`src/hdl/cubic_joint_trajectory_top_assert.svh`:
```
// assertion helpers, clocked on clk and disabled while arst_n is low
`ifndef CUBIC_JOINT_TRAJECTORY_TOP_ASSERT_SVH
`define CUBIC_JOINT_TRAJECTORY_TOP_ASSERT_SVH

// same-cycle implication
`define CJT_ASSERT_NOW(lbl, ante, cons, msg) \
	lbl: assert property (@(posedge clk) disable iff (!arst_n) (ante) |-> (cons)) else $error(msg);

// implication checked in the next cycle
`define CJT_ASSERT_NEXT(lbl, ante, cons, msg) \
	lbl: assert property (@(posedge clk) disable iff (!arst_n) (ante) |=> (cons)) else $error(msg);

`endif

```
`src/hdl/cjt_store.sv`:
```
module cjt_store #(
	parameter int JOINTS        = 5,
	parameter int POSITION_BITS = 10,
	parameter int JW            = 3
) (
	input  logic                     clk,
	input  logic                     arst_n,
	input  logic                     we,
	input  logic [JW-1:0]            waddr,
	input  logic [POSITION_BITS-1:0] wstart,
	input  logic [POSITION_BITS-1:0] wtarget,
	input  logic [JW-1:0]            raddr,
	output logic [POSITION_BITS-1:0] rstart,
	output logic [POSITION_BITS-1:0] rtarget
);

	localparam int EW = 2 * POSITION_BITS;

	logic [EW-1:0]     mem [JOINTS];
	logic [JOINTS-1:0] vld_q;
	logic [EW-1:0]     rdata_q;
	logic              rvld_q;

	always_ff @(posedge clk) begin
		if (we) begin
			mem[waddr] <= {wtarget, wstart};
		end
		rdata_q <= mem[raddr];
	end

	// entries never written read back as zero
	always_ff @(posedge clk or negedge arst_n) begin
		if (!arst_n) begin
			vld_q  <= '0;
			rvld_q <= 1'b0;
		end else begin
			if (we) begin
				vld_q[waddr] <= 1'b1;
			end
			rvld_q <= vld_q[raddr];
		end
	end

	assign rstart  = rvld_q ? rdata_q[POSITION_BITS-1:0] : '0;
	assign rtarget = rvld_q ? rdata_q[EW-1:POSITION_BITS] : '0;

endmodule

```
`config.mk`:
```
export PLATFORM = sky130hd
export DESIGN_NAME = cjt_store
export DESIGN_NICKNAME = d
export VERILOG_FILES = /design/src/hdl/cubic_joint_trajectory_top_assert.svh /design/src/hdl/cjt_store.sv
export SDC_FILE = /design/constraint.sdc
export NUM_CORES = 1
export LEC_CHECK = 0
export ABC_AREA = 1
export BUFFER_PORTS_ARGS = -buffer_cell sky130_fd_sc_hd__buf_2
export CELL_PAD_IN_SITES_DETAIL_PLACEMENT = 0
export CELL_PAD_IN_SITES_GLOBAL_PLACEMENT = 1
export CORE_MARGIN = 2
export CORE_UTILIZATION = 49
export DETAILED_ROUTE_END_ITERATION = 12
export GPL_TIMING_DRIVEN = 1
export PLACE_DENSITY = 0.84
export SYNTH_ARGS = -nofsm -noshare
export SYNTH_HDL_FRONTEND = slang
export SYNTH_SLANG_ARGS = --single-unit
```
`constraint.sdc`:
```
create_clock -name clk -period 2.7 [get_ports clk]
set_input_delay 0.81 -clock clk [delete_from_list [all_inputs] [get_ports clk]]
set_output_delay 0.81 -clock clk [all_outputs]
set_load 0.02 [all_outputs]
```
# Yosys cells after proc, flatten, opt, wreduce, memory -nomap -nowiden
# Memory sizes are Yosys's and may differ from the RTL's. A register that Yosys moved wholly into a read port is not among the register bits.
# Cells that the tools add are included.
[word_totals]
regBits = 6
mem_bits_rw = 100
input_bits = 29
out_inout_bits = 20
word_cells = 16
mem_count = 1
[mem_list]
columns = ["name", "depth", "word_bits", "read_ports", "rd_clocked_by_memory_dff", "write_ports", "line_no", "text"]
rows = [
  ["mem", 5, 20, 1, 1, 1, "cjt_store.sv:19", "logic [EW-1:0] mem [JOINTS];"],
]
[op_classes]
n_lt_le_gt_ge = 3
mux = 8
n_bitwise = 1
n_reduce_logical = 1
[ops]
columns = ["operator", "n"]
rows = [
  ["two-way mux 10 bit", 2],
  ["< comparator 3 x 4 -> 1 bit (second input constant)", 2],
  ["bitwise OR 5 bit", 1],
  ["two-way mux 1 bit", 4],
  ["binary-select mux 1 bit (select 3 bit)", 1],
  ["demux 1 bit (select 3 bit)", 1],
  [">= comparator 3 x 1 -> 1 bit (second input constant)", 1],
  ["logical AND 1 bit", 1],
]

# Depth between registers and ports, before layout
[logic_depth]
ltp_word = 5
ltp_mapped = 8
depth_no_buf = 6

# Least setup slack after synthesis
# Ideal clock, no wire load.
[synth_path]
kind = "input port to flip-flop"
startpoint = "input waddr[0]"
endpoint = "memory mem[4][0] in the netlist's numbering, enable pin"
arrival_ns = 2.370
required_ns = 2.276
setup_slack_ns = -0.093
stages = 3
path_buffers = 0
path_cell_list = "inv_1 nand2_1 nor3_1"
[synth_lines]
columns = ["item", "line_no", "text"]
rows = [
  ["start, declared", "cjt_store.sv:9", "input logic [JW-1:0] waddr,"],
  ["end, declared", "cjt_store.sv:19", ""],
]
# Straight into the memory's write port.

# Final worst setup path
[layout_path]
startpoint = "register rvld_q"
endpoint = "output rtarget[0]"
[layout_via]
elab_chain_len = 1
[layout_lines]
columns = ["item", "line_no", "text"]
rows = [
  ["start, declared", "cjt_store.sv:22", "logic rvld_q;"],
  ["start signal, assigned", "cjt_store.sv:40", "rvld_q <= vld_q[raddr];"],
  ["two-way mux 10 bit", "cjt_store.sv:45", "assign rtarget = rvld_q ? rdata_q[EW-1:POSITION_BITS] : '0;"],
  ["end, declared", "cjt_store.sv:14", "output logic [POSITION_BITS-1:0] rtarget"],
]
# No other way between the ends.

==> flow_summary.json <==
{
  "status": "complete, no violations",
  "yosys_warnings": 0,
  "power_density_nw_per_um2": 794,
  "p_leak_nw": 2.96,
  "startpoint": "rvld_q",
  "rr_startpoint": "vld_q[1]",
  "switching_share_pct": 20.5,
  "grt_pass1_vias": 3202,
  "ys_types": 16,
  "htreeDepth": 4,
  "firstDrtPassIters": 4,
  "crit_type": "reg2out",
  "area_growth_syn_to_layout_pct": 20.1,
  "core-area_um2": 10200,
  "wirelength_um": 9740,
  "skew_ns": 0.0112,
  "row_count": 37,
  "n_fill_cell": 819,
  "vias": 3221,
  "power.internal_mw": 3.85,
  "cap_violations": 0,
  "regArea_um2": 3550,
  "start_kind": "flip-flop",
  "cts_buffer_depth": 2,
  "post_cts_buffers": 0,
  "avgViaCountPerCell": 4.54,
  "finalSetupTns_ns": 0,
  "portBuffers": 48,
  "numCtsBuffers": 17,
  "power_switching_mw": 0.992,
  "combinationalPowerShare_pct": 5.9,
  "relSlewSlack_pct": 69.0,
  "rr_endpoint": "rvld_q",
  "slowest_delay_ns": 0.37,
  "avgSynthCellArea_um2": 10.2,
  "syn-instance-count": 499,
  "cpMaxStageDelayCell": "dfrtp_1",
  "track_usage_pct": 18.8,
  "critPathMaxFanout": 9,
  "drive_gt1_share_pct": 16.8,
  "critPathBufInv": 3,
  "wire_per_inst_um": 13.7,
  "grt-ovfl-total": 0,
  "syn_nets": 528,
  "worstPathRequired_ns": 1.89,
  "path_clk_slew_ns": 0.06,
  "worst_skew_pair.late_latency_ns": 0.50,
  "rsz0062_at_grt": "no",
  "worstRegToRegCells": 6,
  "ant_nets": 0,
  "drc": 0,
  "initial_core_util_pct": 49.9,
  "cts-root-buf": "clkbuf_8",
  "grt_pass1_wl_um": 15700,
  "min_period_ns": 2.14,
  "regToRegSetupSlack_ns": 1.84,
  "seqPwrFrac_pct": 45.3,
  "clkPwrFrac_pct": 48.8,
  "crit_arrival_ns": 1.33,
  "antenna_found_initial": 0,
  "ir_drop_uv": 484,
  "finalSetupViolCount": 0,
  "multiInputGateArea_um2": 1000,
  "fp.dieH_um": 106,
  "fin_nets": 589,
  "fmaxAchievable_ghz": 0.468,
  "cts_tree": "yes",
  "crit_chain": "buf_4 -> nand2_1 -> inv_1 -> buf_2",
  "place.gp.congestion": 0.730,
  "die_w_um": 106,
  "cts_resized": 0,
  "syn_area_um2": 5080,
  "dpl.hpwl_um": 5520,
  "num_antenna_cells": 0,
  "ios": 49,
  "finalHoldViolations": 0,
  "synth-seq-cells": 126,
  "drv_slew": 0,
  "die-area_um2": 11200,
  "fin_hold_ws_ns": 0.129,
  "clkSinkCount": 126,
  "hold_path.class": "in2async",
  "yosysSeqAreaShare_pct": 70.0,
  "grt_max_degree": 44,
  "end_kind": "output port",
  "critPathTopFamily": "flip-flops",
  "fin_crit_sh_pct": 79.1,
  "drt_iter0_drc": 173,
  "worst_slew_pin_slew_ns": 0.465,
  "hold_buffers": 0
}
layout by cell type, fill, tap and decap left out:
cell / n
buf_2: 48
buf_4: 13
bufinv_16: 5
clkbuf_1: 3
clkbuf_16: 16
clkbuf_8: 1
clkinv_1: 1
clkinv_2: 3
clkinv_4: 1
clkinvlp_4: 2
dfrtp_1: 6
dfxtp_1: 20
edfxtp_1: 100
inv_1: 109
inv_4: 1
nand2_1: 191
nand3_1: 42
nand4_1: 1
nor2_2: 4
nor3_4: 1
o21ai_0: 4
or2_2: 1
logic make-up after synthesis:
group,Yosys count,share of synthesized area [%]
AND/OR/NAND/NOR,240,18.9
AO/OA/AOI/OAI,4,0.394
buffers and inverters,129,10.7
flip-flops,126,70.0
stage by stage:
step,power (mW),setup slack [ns],utilization (%),cell area (µm²),cells
after global placement,2.51,0.735,53.8,5480,677
after CTS,4.88,0.518,59.9,6100,709
final,4.84,0.563,59.9,6100,709
after global routing,5.00,0.459,59.9,6100,709
after detailed placement,2.52,0.697,53.8,5480,677
after floorplan,2.41,0.442,-,5080,499
layer usage:
metal / global-route usage (%) / vias to the layer above / wire [µm]
met4: 8.55 / 0 / 146
met2: 30.7 / 90 / 4910
met1: 24.0 / 1464 / 4220
met3: 4.33 / 10 / 461
met5: 0 / - / 0
li1: - / 1657 / -
worst max path at each step:
stage	endpoint	cells past startpoint
floorplan	mem[2][0]	3
global placement	mem[2][5]	5
detailed placement	rdata_q[11]	7
CTS	rtarget[0]	4
global route	rtarget[0]	4
finish	rtarget[0]	4
synth_stat cells:
| cell type | n | area (µm²) |
|---|---|---|
| buf_2 | 4 | 20.0 |
| buf_4 | 4 | 30.0 |
| buf_6 | 5 | 56.3 |
| clkbuf_1 | 6 | 22.5 |
| dfrtp_1 | 6 | 150 |
| dfxtp_1 | 20 | 400 |
| edfxtp_1 | 100 | 3000 |
| inv_1 | 109 | 409 |
| inv_4 | 1 | 6.26 |
| nand2_1 | 191 | 717 |
| nand3_1 | 42 | 210 |
| nand4_1 | 1 | 6.26 |
| nor2_1 | 4 | 15.0 |
| nor3_1 | 1 | 5.00 |
| o21ai_0 | 4 | 20.0 |
| or2_2 | 1 | 6.26 |
layout make-up:
type / count / area share, %
clock buffer: 20 / 6.98
clock inverter: 12 / 3.16
multi-input combinational: 244 / 16.4
tap: 136 / 2.79
timing repair buffer: 61 / 5.54
inverter: 110 / 6.81
sequential: 126 / 58.3
registers in the layout (all words and copies together) (netlist names):
name     count
mem        100
rdata_q     20
rvld_q       1
vld_q        5
power by group through the flow:
stage / sequential, mW / clock, mW / combinational [mW]
finish: 2.19 / 2.36 / 0.288
global route: 2.20 / 2.47 / 0.327
CTS: 2.19 / 2.39 / 0.293
detailed placement: 2.23 / 0 / 0.290
global placement: 2.23 / 0 / 0.282
floorplan: 2.23 / 0 / 0.185
Power figures use the tool's default switching activity.
