--- src/hdl/cubic_joint_trajectory_top_assert.svh ---
// assertion helpers, clocked on clk and disabled while arst_n is low
`ifndef CUBIC_JOINT_TRAJECTORY_TOP_ASSERT_SVH
`define CUBIC_JOINT_TRAJECTORY_TOP_ASSERT_SVH

// same-cycle implication
`define CJT_ASSERT_NOW(lbl, ante, cons, msg) \
	lbl: assert property (@(posedge clk) disable iff (!arst_n) (ante) |-> (cons)) else $error(msg);

// implication checked in the next cycle
`define CJT_ASSERT_NEXT(lbl, ante, cons, msg) \
	lbl: assert property (@(posedge clk) disable iff (!arst_n) (ante) |=> (cons)) else $error(msg);

`endif

--- src/hdl/cjt_pkg.sv ---
package cjt_pkg;

	localparam int JOINT_W    = 3;
	localparam int POS_W      = 10;
	localparam int TIME_W     = 16;
	localparam int S_TDATA_W  = 40;
	localparam int M_TDATA_W  = 16;
	localparam int APB_ADDR_W = 3;
	localparam int APB_DATA_W = 32;

	// t^2 and T^2, the (3T - 2t) factor, and the 48-bit cubic terms
	localparam int SQ_W   = 2 * TIME_W;
	localparam int FACT_W = TIME_W + 2;
	localparam int DEN_W  = 3 * TIME_W;
	localparam int HALF_W = DEN_W / 2;

	localparam logic [TIME_W-1:0] DURATION_RESET = 16'd2000;

	localparam logic OP_LOAD = 1'b0;
	localparam logic OP_TICK = 1'b1;

	// register index, taken from paddr[2]
	localparam logic REG_DURATION = 1'b0;

	typedef enum logic [7:0] {
		ST_IDLE   = 8'b0000_0001,
		ST_POLY1  = 8'b0000_0010,
		ST_POLY2  = 8'b0000_0100,
		ST_READ   = 8'b0000_1000,
		ST_MUL_LO = 8'b0001_0000,
		ST_MUL_HI = 8'b0010_0000,
		ST_DIV    = 8'b0100_0000,
		ST_EMIT   = 8'b1000_0000
	} cjt_state_t;

	typedef struct packed {
		logic busy;
		logic done;
	} cjt_div_stat_t;

endpackage

--- src/hdl/cjt_div.sv ---
module cjt_div #(
	parameter int POSITION_BITS = 10
) (
	input  logic                                     clk,
	input  logic                                     arst_n,
	input  logic                                     start,
	input  logic [POSITION_BITS+cjt_pkg::DEN_W-1:0]  dividend,
	input  logic [cjt_pkg::DEN_W-1:0]                divisor,
	output logic [POSITION_BITS-1:0]                 quo,
	output cjt_pkg::cjt_div_stat_t                   stat
);

	localparam int DW = cjt_pkg::DEN_W;
	localparam int CW = $clog2(POSITION_BITS + 1);

	logic [DW-1:0]            rem_q;
	logic [POSITION_BITS-1:0] low_q;
	logic [CW-1:0]            cnt_q;
	logic                     busy_q;
	logic                     rnd_q;
	logic                     done_q;
	logic [POSITION_BITS-1:0] quo_q;
	logic [DW:0]              r2;
	logic                     ge;
	logic                     up;

	// quotient is known to fit in POSITION_BITS, so the top part starts below the divisor
	assign r2 = {rem_q, low_q[POSITION_BITS-1]};
	assign ge = r2 >= {1'b0, divisor};
	assign up = {rem_q, 1'b0} >= {1'b0, divisor};

	always_ff @(posedge clk) begin
		if (start) begin
			rem_q <= dividend[POSITION_BITS +: DW];
			low_q <= dividend[POSITION_BITS-1:0];
		end else if (busy_q) begin
			rem_q <= ge ? DW'(r2 - {1'b0, divisor}) : r2[DW-1:0];
			low_q <= {low_q[POSITION_BITS-2:0], ge};
		end
		if (rnd_q) begin
			quo_q <= low_q + POSITION_BITS'(up);
		end
	end

	always_ff @(posedge clk or negedge arst_n) begin
		if (!arst_n) begin
			busy_q <= 1'b0;
			rnd_q  <= 1'b0;
			done_q <= 1'b0;
			cnt_q  <= '0;
		end else begin
			done_q <= rnd_q;
			rnd_q  <= 1'b0;
			if (start) begin
				busy_q <= 1'b1;
				cnt_q  <= CW'(POSITION_BITS);
			end else if (busy_q) begin
				cnt_q <= cnt_q - 1'b1;
				if (cnt_q == CW'(1)) begin
					busy_q <= 1'b0;
					rnd_q  <= 1'b1;
				end
			end
		end
	end

	assign quo       = quo_q;
	assign stat.busy = busy_q | rnd_q;
	assign stat.done = done_q;

endmodule

--- config.mk ---
export PLATFORM = sky130hd
export DESIGN_NAME = cjt_div
export DESIGN_NICKNAME = d
export VERILOG_FILES = /design/src/hdl/cubic_joint_trajectory_top_assert.svh /design/src/hdl/cjt_pkg.sv /design/src/hdl/cjt_div.sv
export SDC_FILE = /design/constraint.sdc
export NUM_CORES = 1
export LEC_CHECK = 0
export BUFFER_PORTS_ARGS = -buffer_cell sky130_fd_sc_hd__buf_2
export CAP_MARGIN = 20
export CORE_ASPECT_RATIO = 0.8
export CORE_MARGIN = 2
export CORE_UTILIZATION = 48
export CTS_CLUSTER_SIZE = 16
export DETAILED_ROUTE_END_ITERATION = 7
export PLACE_DENSITY = 0.7
export SLEW_MARGIN = 5
export SYNTH_ARGS = -nofsm -noshare
export SYNTH_HDL_FRONTEND = slang
export SYNTH_SLANG_ARGS = --single-unit
--- constraint.sdc ---
create_clock -name clk -period 7.2 [get_ports clk]
set_input_delay 1.44 -clock clk [delete_from_list [all_inputs] [get_ports clk]]
set_output_delay 1.44 -clock clk [all_outputs]
set_load 0.02 [all_outputs]
Word level (Yosys, flattened, before mapping) --
Cells that the tools add are included.
Storage, ports and cells: register bits 75, latch bits 0, bits in writable memories 0, memory bits (read-only) 0, input bits 109, output and inout port bits 12, memories kept 0
Cells by class: add/subtract/negate cells 3, $mul 0, divide/modulo/power cells 0, magnitude comparators 2, equal/unequal tests 1, shift-type cells 0, muxes and demuxes 13, bitwise logic cells 1, reduce and logical (&&, ||, !) cells 1
Operators with widths (count):
- $mux 48 | 3
- $ge 49x48->1 | 2
- $sub 48x48->48 | 1
- $mux 10 | 2
- $add 10x1->10 | 1
- $mux 4 | 2
- $mux 1 | 6
- $eq 4x1->1 const B | 1
- $sub 4x1->4 const B | 1
- $reduce_bool 2->1 | 1
- $or 1x1->1 | 1

Logic depth before layout (Yosys ltp) --
depth in word-level cells 4, depth in mapped cells 16, gate-level depth less buffers 15

Worst setup path before layout --
Ideal clock, no wire load.
path type input to register, start point in divisor[30] in the netlist's numbering, end point reg quo_q[8] (netlist: quo[8]) (data pin), library setup time 0.258 ns, arrival time 3.914 ns, required time 6.942 ns, setup slack 3.028 ns, stages on the path 15, path buffers 1, cells stage by stage inv_1 -> ha_1 -> buf_2 -> a21o_1 -> a21o_1 -> a21oi_1 -> a21bo_1 -> a2111o_1 -> nand2b_1 -> ha_1 -> ha_1 -> nand2_1 -> nor2_1 -> nand3_1 -> xnor2_1
On the way: cells in the longest elaborated chain, start to end 2
RTL lines:
- start: declaration | RTL line cjt_div.sv:8 | input logic [cjt_pkg::DEN_W-1:0] divisor,
- $ge 49x48->1 | RTL line cjt_div.sv:30 | assign up = {rem_q, 1'b0} >= {1'b0, divisor};
- $add 10x1->10 | RTL line cjt_div.sv:41 | quo_q <= low_q + POSITION_BITS'(up);
- end signal: assignment | RTL line cjt_div.sv:41
- end: declaration | RTL line cjt_div.sv:22 | logic [POSITION_BITS-1:0] quo_q;
Every way passes these cells. A chain may end at the register's enable or synchronous reset.

Final worst setup path --
start point in divisor[7] in the netlist's numbering, end point reg rem_q[1] (data pin)
On the way: cells in the longest elaborated chain, start to end 4
RTL lines:
- $ge 49x48->1 | RTL line cjt_div.sv:29 | assign ge = r2 >= {1'b0, divisor};
- $mux 48 | RTL line cjt_div.sv:37 | rem_q <= ge ? DW'(r2 - {1'b0, divisor}) : r2[DW-1:0];
- $mux 48 | RTL line cjt_div.sv:36 | end else if (busy_q) begin
- $mux 48 | RTL line cjt_div.sv:33 | if (start) begin
- end signal: assignment | RTL line cjt_div.sv:34 | rem_q <= dividend[POSITION_BITS +: DW];
- end signal: assignment | RTL line cjt_div.sv:37
- end: declaration | RTL line cjt_div.sv:16 | logic [DW-1:0] rem_q;
Every way passes these cells. The select of a mux whose other input is x is not followed.

==> flow_metrics.py <==
metrics = {
    "layout": {
        "seq_area_um2": 2220,
        "final_nets": 1073,
        "layout-drive-gt1-share_pct": 17.9,
        "fin_cells": 1096,
        "multiInputGateArea_um2": 4050,
        "synthToLayoutAreaGrowth_pct": 14.2,
        "fill_cells": 1278,
        "num_antenna_cells": 0,
    },
    "global_routing": {
        "overflow": 0,
        "grt_max_degree": 59,
        "grt_pass1_vias": 5830,
        "grtUsageTotal_pct": 24.4,
        "grt_pass1_wl_mm": 28.8,
        "antenna_found_initial": 0,
    },
    "sta": {
        "fin_skew_ns": 0.0125,
        "drv_slew": 0,
        "period_share_pct": 67.5,
        "rsz0062_at_grt": "false",
        "min_period_ns": 4.86,
        "worstMarginPinSlew_ns": 0.816,
        "setup_viol": 0,
        "setup_tns_ns": 0,
        "slew_headroom_pct": 45.1,
        "finalHoldViolCount": 0,
        "fmax_mhz": 206,
    },
    "detailed_routing": {
        "dr.pass1.iters": 5,
        "viasPerCell": 5.76,
        "drtAntennaViolNets": 0,
        "wire_per_inst_um": 16.3,
        "drc": 0,
        "route.vias.total": 6314,
        "wl_mm": 17.9,
        "drt_iter0_markers": 518,
    },
    "placement": {
        "dp.cells": 1080,
        "dp_hpwl_mm": 13.4,
        "gp_congestion": 0.905,
        "port_buffers": 120,
    },
    "setup_path": {
        "required_ns": 7.31,
        "cp_max_fo": 34,
        "crit_type": "in2reg",
        "critPathLaunchType": "primary input",
        "end_kind": "register",
        "worst_ep_arrival_time_ns": 4.97,
    },
    "synth": {
        "ys_types": 70,
        "syn_avg_cell_area_um2": 8.22,
        "ys.flop_type": "edfxtp_1",
        "postSynthCellCount": 822,
        "async_flop_share_pct": 9.33,
        "syn_nets": 984,
        "synth_edf_count": 68,
        "synthesis.area_um2": 6760,
        "ys_seq_area_share_pct": 32.8,
        "yosys_warnings": 0,
        "ys_seq_elements": 75,
    },
    "die": {
        "die-area_um2": 15100,
        "core_area_um2": 13600,
        "top_level_ports": 121,
        "initial_core_util_pct": 49.5,
        "die_h_um": 110,
        "rows": 38,
        "die_width_um": 137,
    },
    "cts": {
        "cts.sinks": 75,
        "clk_path_buf_depth": 2,
        "post_cts_resized": 0,
        "postCtsSetupRepairBufs": 0,
        "htreeDepth": 3,
        "cts_tree": "done",
        "hold_buffers": 0,
        "clk_pin_slew_ns": 0.07,
        "clock_latency_ns": 0.35,
        "cts_root_buf": "clkbuf_16",
        "cts_buffers": 9,
    },
    "power_and_ir_drop": {
        "irDropWorstVdd_mv": 0.174,
        "powerDensity_nw_per_um2": 424,
        "p_leak_uw": 0.00352,
    },
    "run": {
        "drv_cap": 0,
    },
    "outcome": {
        "outcome": "complete, no violations",
    },
    "hold_path": {
        "hold_class": "reg2reg",
    },
}
-- registers in the layout, summed over array words and instances, names as in the netlist --
signal	flops
quo	10
busy_q	1
low_q	10
cnt_q	4
rnd_q	1
rem_q	48
done_q	1
-- layer usage --
metal	vias to the layer above	global-route usage, %	part of all wire (%)
li1	3149	-	-
met1	2923	37.7	51
met2	229	35.1	41
met3	13	4.53	7.3
met4	0	5.73	1.1
met5	-	0	0
-- stage by stage --
stage          hold slack, ns  cell area [µm²]  util, %  setup slack [ns]  total power [µW]
2_1_floorplan           0.489             6760        -              3.03              2320
3_3_place_gp            0.510             7410     54.3              2.09              2740
3_5_place_dp            0.511             7410     54.3              2.02              2750
4_1_cts                 0.532             7720     56.6              2.40              3240
5_1_grt                 0.584             7720     56.6              2.05              3540
6_report                0.536             7720     56.6              2.34              3270
-- cells in the mapped netlist (5+ instances only) --
master	number	share of area, %
mux2_2	12	2.0
edfxtp_1	68	30
xnor2_1	27	3.5
nand2_1	117	6.5
nor2_1	71	3.9
nor4_1	6	0.56
o31ai_1	7	0.78
o21a_1	6	0.67
o2bb2ai_1	6	0.78
buf_2	15	1.1
nand4_1	17	1.6
inv_1	75	4.2
ha_1	52	9.6
o21bai_1	12	1.3
o21ai_0	26	1.9
nand3_1	14	1.0
xor2_1	17	2.2
a21oi_1	66	4.9
clkbuf_1	25	1.4
and3_1	5	0.46
a2bb2oi_1	8	1.0
a21o_1	23	2.6
a31oi_1	35	3.2
dfrtp_1	7	2.6
nor3_1	15	1.1
or3_1	6	0.56
-- final cells by class --
type / instances / area share (%)
Multi-Input combinational cell: 625 / 52.5
Sequential cell: 75 / 28.7
Timing Repair Buffer: 125 / 8.27
Inverter: 75 / 3.65
Clock buffer: 9 / 2.92
Tap cell: 180 / 2.92
Clock inverter: 7 / 1.05
-- where the power goes --
part	switching, µW	total, µW	internal (µW)
sequential	99.7	785	686
combinational	1220	2010	794
clock	225	473	248
total	1540	3270	1730
-- final timing paths --
kind	from	to	slack, ns	depth (start not counted)
worst max register to register	rem_q[41]$_DFFE_PP_	rem_q[1]$_DFFE_PP_	3.12	9
worst max-delay path	divisor[7]	rem_q[1]$_DFFE_PP_	2.34	13
max in group asynchronous	arst_n	done_q$_DFF_PN0_	6.13	1
worst min-delay path	cnt_q[3]$_DFFE_PN0P_	cnt_q[3]$_DFFE_PN0P_	0.54	2
worst min register to register	cnt_q[3]$_DFFE_PN0P_	cnt_q[3]$_DFFE_PN0P_	0.54	2
min in group asynchronous	arst_n	cnt_q[0]$_DFFE_PN0P_	0.91	1
-- worst max-delay path, stage by stage --
cell     delay (ns)
buf_2          0.08
inv_1          0.04
ha_1           0.41
nand3_1        0.14
or3_1          0.40
a31oi_1        0.30
o31ai_1        0.18
nand2_1        0.19
a32o_1         0.41
or2_1          0.50
buf_4          0.47
a21oi_1        0.14
mux2_2         0.27
-- logic make-up (layout without fill, tap and decap cells) --
logic type      count (synthesis)  in the layout  share of synthesized area [%]
compound gates                235            235                           23.0
fa+ha+maj                      53             53                           9.92
mux                            16             16                           2.59
xor+xnor                       44             44                           5.70
simple gates                  277            277                           18.6
flops                          75             75                           32.8
buf+inv                       122            216                           7.39
-- cells in the final DEF (no fill, tap or decap), types with 14 or more instances in the layout --
| master | instances |
|---|---|
| buf_2 | 120 |
| nand2_1 | 117 |
| inv_1 | 74 |
| nor2_1 | 70 |
| edfxtp_1 | 68 |
| a21oi_1 | 66 |
| ha_1 | 52 |
| a31oi_1 | 35 |
| xnor2_1 | 27 |
| o21ai_0 | 26 |
| a21o_1 | 23 |
| nand4_1 | 17 |
| xor2_1 | 17 |
| nor3_1 | 15 |
| nand3_1 | 14 |
No activity file was read; power rests on OpenSTA's default activity.
